**config.mk**
```make
export PLATFORM = sky130hd
export DESIGN_NAME = gbig_locate
export DESIGN_NICKNAME = d
export VERILOG_FILES = /design/src/gbig_pkg.sv /design/src/gbig_locate.sv
export SDC_FILE = /design/constraint.sdc
export NUM_CORES = 2
export LEC_CHECK = 0
export BUFFER_PORTS_ARGS = -buffer_cell sky130_fd_sc_hd__buf_4
export CAP_MARGIN = 10
export CORE_ASPECT_RATIO = 1.25
export CORE_UTILIZATION = 63
export CTS_BUF_LIST = sky130_fd_sc_hd__clkbuf_4 sky130_fd_sc_hd__clkbuf_8
export DETAILED_ROUTE_END_ITERATION = 7
export PLACE_DENSITY = 0.81
export SETUP_SLACK_MARGIN = 0.4
export SLEW_MARGIN = 10
export SYNTH_ARGS = -nofsm -noshare
export SYNTH_HDL_FRONTEND = slang
export SYNTH_SLANG_ARGS = --single-unit
```
**constraint.sdc**
```tcl
create_clock -name clk_i -period 25.5 [get_ports clk_i]
set_input_delay 1.275 -clock clk_i [delete_from_list [all_inputs] [get_ports clk_i]]
set_output_delay 1.275 -clock clk_i [all_outputs]
set_load 0.005 [all_outputs]
```
**src/gbig_pkg.sv**
```systemverilog
// package: shared constants, types and config struct for the bilinear gradient block
package gbig_pkg;

  localparam int unsigned MaxRows  = 256;
  localparam int unsigned MaxCols  = 256;
  localparam int unsigned RowBits  = $clog2(MaxRows);
  localparam int unsigned ColBits  = $clog2(MaxCols);
  localparam int unsigned AddrBits = RowBits + ColBits;
  localparam int unsigned CfgIdxBits = 3;

  typedef enum logic [CfgIdxBits-1:0] {
    CfgOriginX  = 3'd0,
    CfgOriginY  = 3'd1,
    CfgInvRes   = 3'd2,
    CfgOutside  = 3'd3,
    CfgWidth    = 3'd4,
    CfgHeight   = 3'd5
  } cfg_idx_e;

  localparam logic KindWrite = 1'b0;
  localparam logic KindQuery = 1'b1;

  typedef struct packed {
    logic        kind;
    logic [7:0]  cell_row;
    logic [7:0]  cell_col;
    logic signed [31:0] cell_value;
    logic signed [31:0] query_x;
    logic signed [31:0] query_y;
  } in_item_t;

  typedef struct packed {
    logic signed [31:0] value;
    logic signed [31:0] grad_x;
    logic signed [31:0] grad_y;
    logic               in_range;
  } out_item_t;

  typedef struct packed {
    logic [31:0] origin_x;
    logic [31:0] origin_y;
    logic [31:0] inv_resolution;
    logic [31:0] outside_value;
    logic [8:0]  grid_width;
    logic [8:0]  grid_height;
  } cfg_t;

endpackage

```
**src/gbig_locate.sv**
```systemverilog
// module: one axis coordinate mapping, two register stages
module gbig_locate (
  input  logic        clk_i,
  input  logic        en_i,
  input  logic [31:0] p_i,
  input  logic [31:0] org_i,
  input  logic [31:0] inv_res_i,
  input  logic [8:0]  lim_i,
  output logic        ok_o,
  output logic [7:0]  idx_o,
  output logic [15:0] frac_o
);
  import gbig_pkg::*;

  logic signed [32:0] d_d;
  logic [31:0] dmag_q;
  logic        dneg_q;
  logic [8:0]  lim_q;
  logic [63:0] m_d;
  logic [63:0] h_d;
  logic [31:0] i_d;
  logic [8:0]  w_d;

  assign d_d = $signed({p_i[31], p_i}) - $signed({org_i[31], org_i});

  // stage a: difference and limit
  always_ff @(posedge clk_i) begin
    if (en_i) begin
      dneg_q <= d_d[32];
      dmag_q <= d_d[31:0];
      lim_q  <= lim_i;
    end
  end

  // stage b: multiply and range check
  assign m_d = 64'(dmag_q) * 64'(inv_res_i);
  assign h_d = m_d - 64'h8000_0000;
  assign i_d = h_d[63:32];
  assign w_d = lim_q;

  always_ff @(posedge clk_i) begin
    if (en_i) begin
      ok_o   <= !dneg_q && (m_d >= 64'h8000_0000) && (w_d >= 9'd2)
                && (i_d <= 32'(w_d - 9'd2));
      idx_o  <= i_d[7:0];
      frac_o <= h_d[31:16];
    end
  end
endmodule

```
==> flow_summary.ini <==
[route]
wl_per_cell_microns = 19.1
vias = 29700
drt_iter0_drc = 1905
wl_mm = 97.7
viasPerCell = 5.80
firstDrtPassIters = 6
antenna_left = 0
drcViolationCount = 0

[floorplanning]
chipWidth_microns = 224
core_area_sq_mm = 0.0609
rows = 101
die_area_sq_mm = 0.0628
start_util_pct = 63.9
ios = 132
die_y_microns = 280

[clocking]
ctsResizeCount = 0
cts.sinks = 67
ctsLongestPathBuffers = 2
path_clk_slew_ns = 0.10
cts.hold.buffers_added = 0
post_cts.repair.setup_buffers = 0
clk_latency_ns = 0.42
htree_num_levels = 3
cts_tree = built
cts_buffers = 9
root_buffer = clkbuf_8

[sta]
max_slew_margin_pct = 41.1
finalCritPeriodShare_pct = 45.5
drv_slew = 0
worst_slack_ns = 13.89
fin_tns_setup_ns = 0
setup_viol_count_final = 0
hold_viol = 0
period_minus_slack_ns = 11.61
fmax_mhz = 86.2
rsz0062_at_grt = false
skew_ns = 0.0179
tightest_slew_ns = 0.884

[critical_path]
crit_slowest_cell = nor3_1
r2r-start = dmag_q[4]
r2r_cells = 38
cp-end-kind = flip-flop
cpLargestDelayFamily = adder cells
worst_path_most_repeated_cell = fa_1
cp.arrival_ns = 11.90
cp.required_ns = 25.79
critPathKind = in -> reg
crit_path_start_kind = primary input
timing.rr.end = ok_o
critPathMaxFanout = 32
max_stage_delay_ns = 0.63
crit_buf_inv = 4
r2r_setup_slack_ns = 14.19

[synthesis]
syn-instance-count = 4355
ys_ff_latch = 67
synth_ff_type = edfxtp_1
synthArstFlopShare_pct = 0
synth_nets = 5688
synth_area_sq_mm = 0.0390
syn-mean-instance-area_sq_um = 8.94
yosysUniqueCellTypes = 85
synth_edf_count = 67
ys_warn_count = 0
ys_seq_area_share_pct = 5.17

[cells_and_area]
final_layout_size_suffix_gt1_share_pct = 4.85
area_delta_synth_final_pct = 4.08
fin_nets = 5633
layout_common_cells = 962 x inv_1, 897 x fa_1, 639 x nand2_1
postLayoutCoreUtil_pct = 66.6
mostFrequentLayoutCell = inv_1

[grt]
grt_max_degree = 68
antenna_found_initial = 1
grt_use_total_pct = 33.4
grt_pass1_wl_mm = 164
grt_pass1_vias = 32600
grt.overflow.total = 0

[place]
dp_hpwl_mm = 79.3
gp_congestion = 0.973
dp_slack_ns = 13.65
port_buffers = 131

[hold_path]
min_path_type = reg -> reg
worstHoldPathCells = 2
hold_path_end = ok_o
min_from = dneg_q

[outcome]
status = finished clean

[run]
maxCapViolations = 0
==> synth_stat cells, types with 4 or more instances <==
library cell / instances / area [sq um]
a2111oi_0: 5 / 43.8
mux2i_1: 4 / 40.0
buf_1: 4 / 15.0
nand4_1: 32 / 200
o211a_1: 4 / 40.0
o31ai_1: 5 / 37.5
buf_2: 13 / 65.1
a31oi_1: 6 / 37.5
or2_2: 5 / 31.3
o21a_1: 17 / 128
and2_1: 486 / 3040
o21bai_1: 19 / 143
o21ai_0: 61 / 305
fa_1: 897 / 18000
clkbuf_1: 207 / 777
a211oi_1: 9 / 67.6
nand2b_1: 15 / 93.8
xnor2_1: 66 / 578
nor2b_1: 16 / 100
a21oi_1: 108 / 541
nor3_1: 31 / 155
edfxtp_1: 67 / 2010
o21ai_1: 5 / 25.0
and3_1: 12 / 75.1
nor4_1: 13 / 81.3
o2111ai_1: 5 / 43.8
and4_1: 8 / 70.1
xor2_1: 37 / 324
o211ai_1: 12 / 90.1
ha_1: 329 / 4120
nor2_1: 90 / 338
a21boi_0: 7 / 52.6
nor3b_1: 4 / 30.0
nand2_1: 639 / 2400
a21o_1: 41 / 308
or3_1: 6 / 37.5
nand3b_1: 4 / 30.0
inv_1: 962 / 3610
nand3_1: 29 / 145
==> worst reg2reg max path: cells and delay by family, from the launching register on <==
kind                     cells  cell delay (ns)
adder cells (fa/ha/maj)     10             4.81
AND/OR/NAND/NOR             11             2.50
AO/OA/AOI/OAI               12             2.12
flip-flops                   1             0.82
buffers and inverters        4             0.56
XOR/XNOR                     1             0.38
==> flip-flops by register name, summed over array words and instances, names as in the netlist <==
signal	cells
lim_q	9
ok_o	1
dneg_q	1
frac_o	16
dmag_q	32
idx_o	8
==> logic make-up after synthesis <==
| kind of cell | count (synthesis) | share of synthesized area, % |
|---|---|---|
| muxes | 4 | 0.103 |
| and+or+nand+nor | 1407 | 18.0 |
| adders and majority gates | 1226 | 56.7 |
| DFF | 67 | 5.17 |
| buffers and inverters | 1191 | 11.6 |
| xor gates and xnor gates | 103 | 2.32 |
| AOI/OAI and AO/OA | 357 | 6.15 |
==> metrics by stage <==
stage / std cells / hold WS [ns] / area (sq um)
after floorplan: 4355 / 0.597 / 39000
after global placement: 5113 / 0.655 / 40300
after detailed placement: 5113 / 0.665 / 40300
after CTS: 5129 / 0.665 / 40500
after global routing: 5129 / 0.676 / 40500
final: 5130 / 0.650 / 40500
==> cell type report <==
| type | count | area [sq um] |
|---|---|---|
| well taps | 824 | 1030 |
| flip-flops and latches | 67 | 2010 |
| clock inverters | 7 | 106 |
| clock buffers | 9 | 124 |
| fillers | 4907 | 20400 |
| diodes | 1 | 2.50 |
| inverters | 962 | 3610 |
| repair buffers | 163 | 1220 |
| multi-input cells | 3097 | 32400 |
==> worst max path at each step <==
stage | endpoint | depth (start not counted) | slack [ns] | from
2_1_floorplan | ok_o | 41 | 14.88 | inv_res_i[2]
3_3_place_gp | ok_o | 39 | 13.75 | inv_res_i[8]
3_5_place_dp | ok_o | 39 | 13.65 | inv_res_i[8]
4_1_cts | ok_o | 37 | 14.07 | inv_res_i[8]
5_1_grt | ok_o | 39 | 13.30 | inv_res_i[8]
6_report | ok_o | 37 | 13.89 | inv_res_i[8]
==> metal layers <==
layer	GRT usage, %	share of wire, %	up-vias
met5	0	0	-
met4	13.9	4.4	0
met3	5.11	7.4	290
met2	59.0	51	1246
met1	40.6	37	15300
li1	-	-	12900
Power is not shown: default switching activity piles up to over one toggle a cycle in this logic, so the estimate is an artifact.
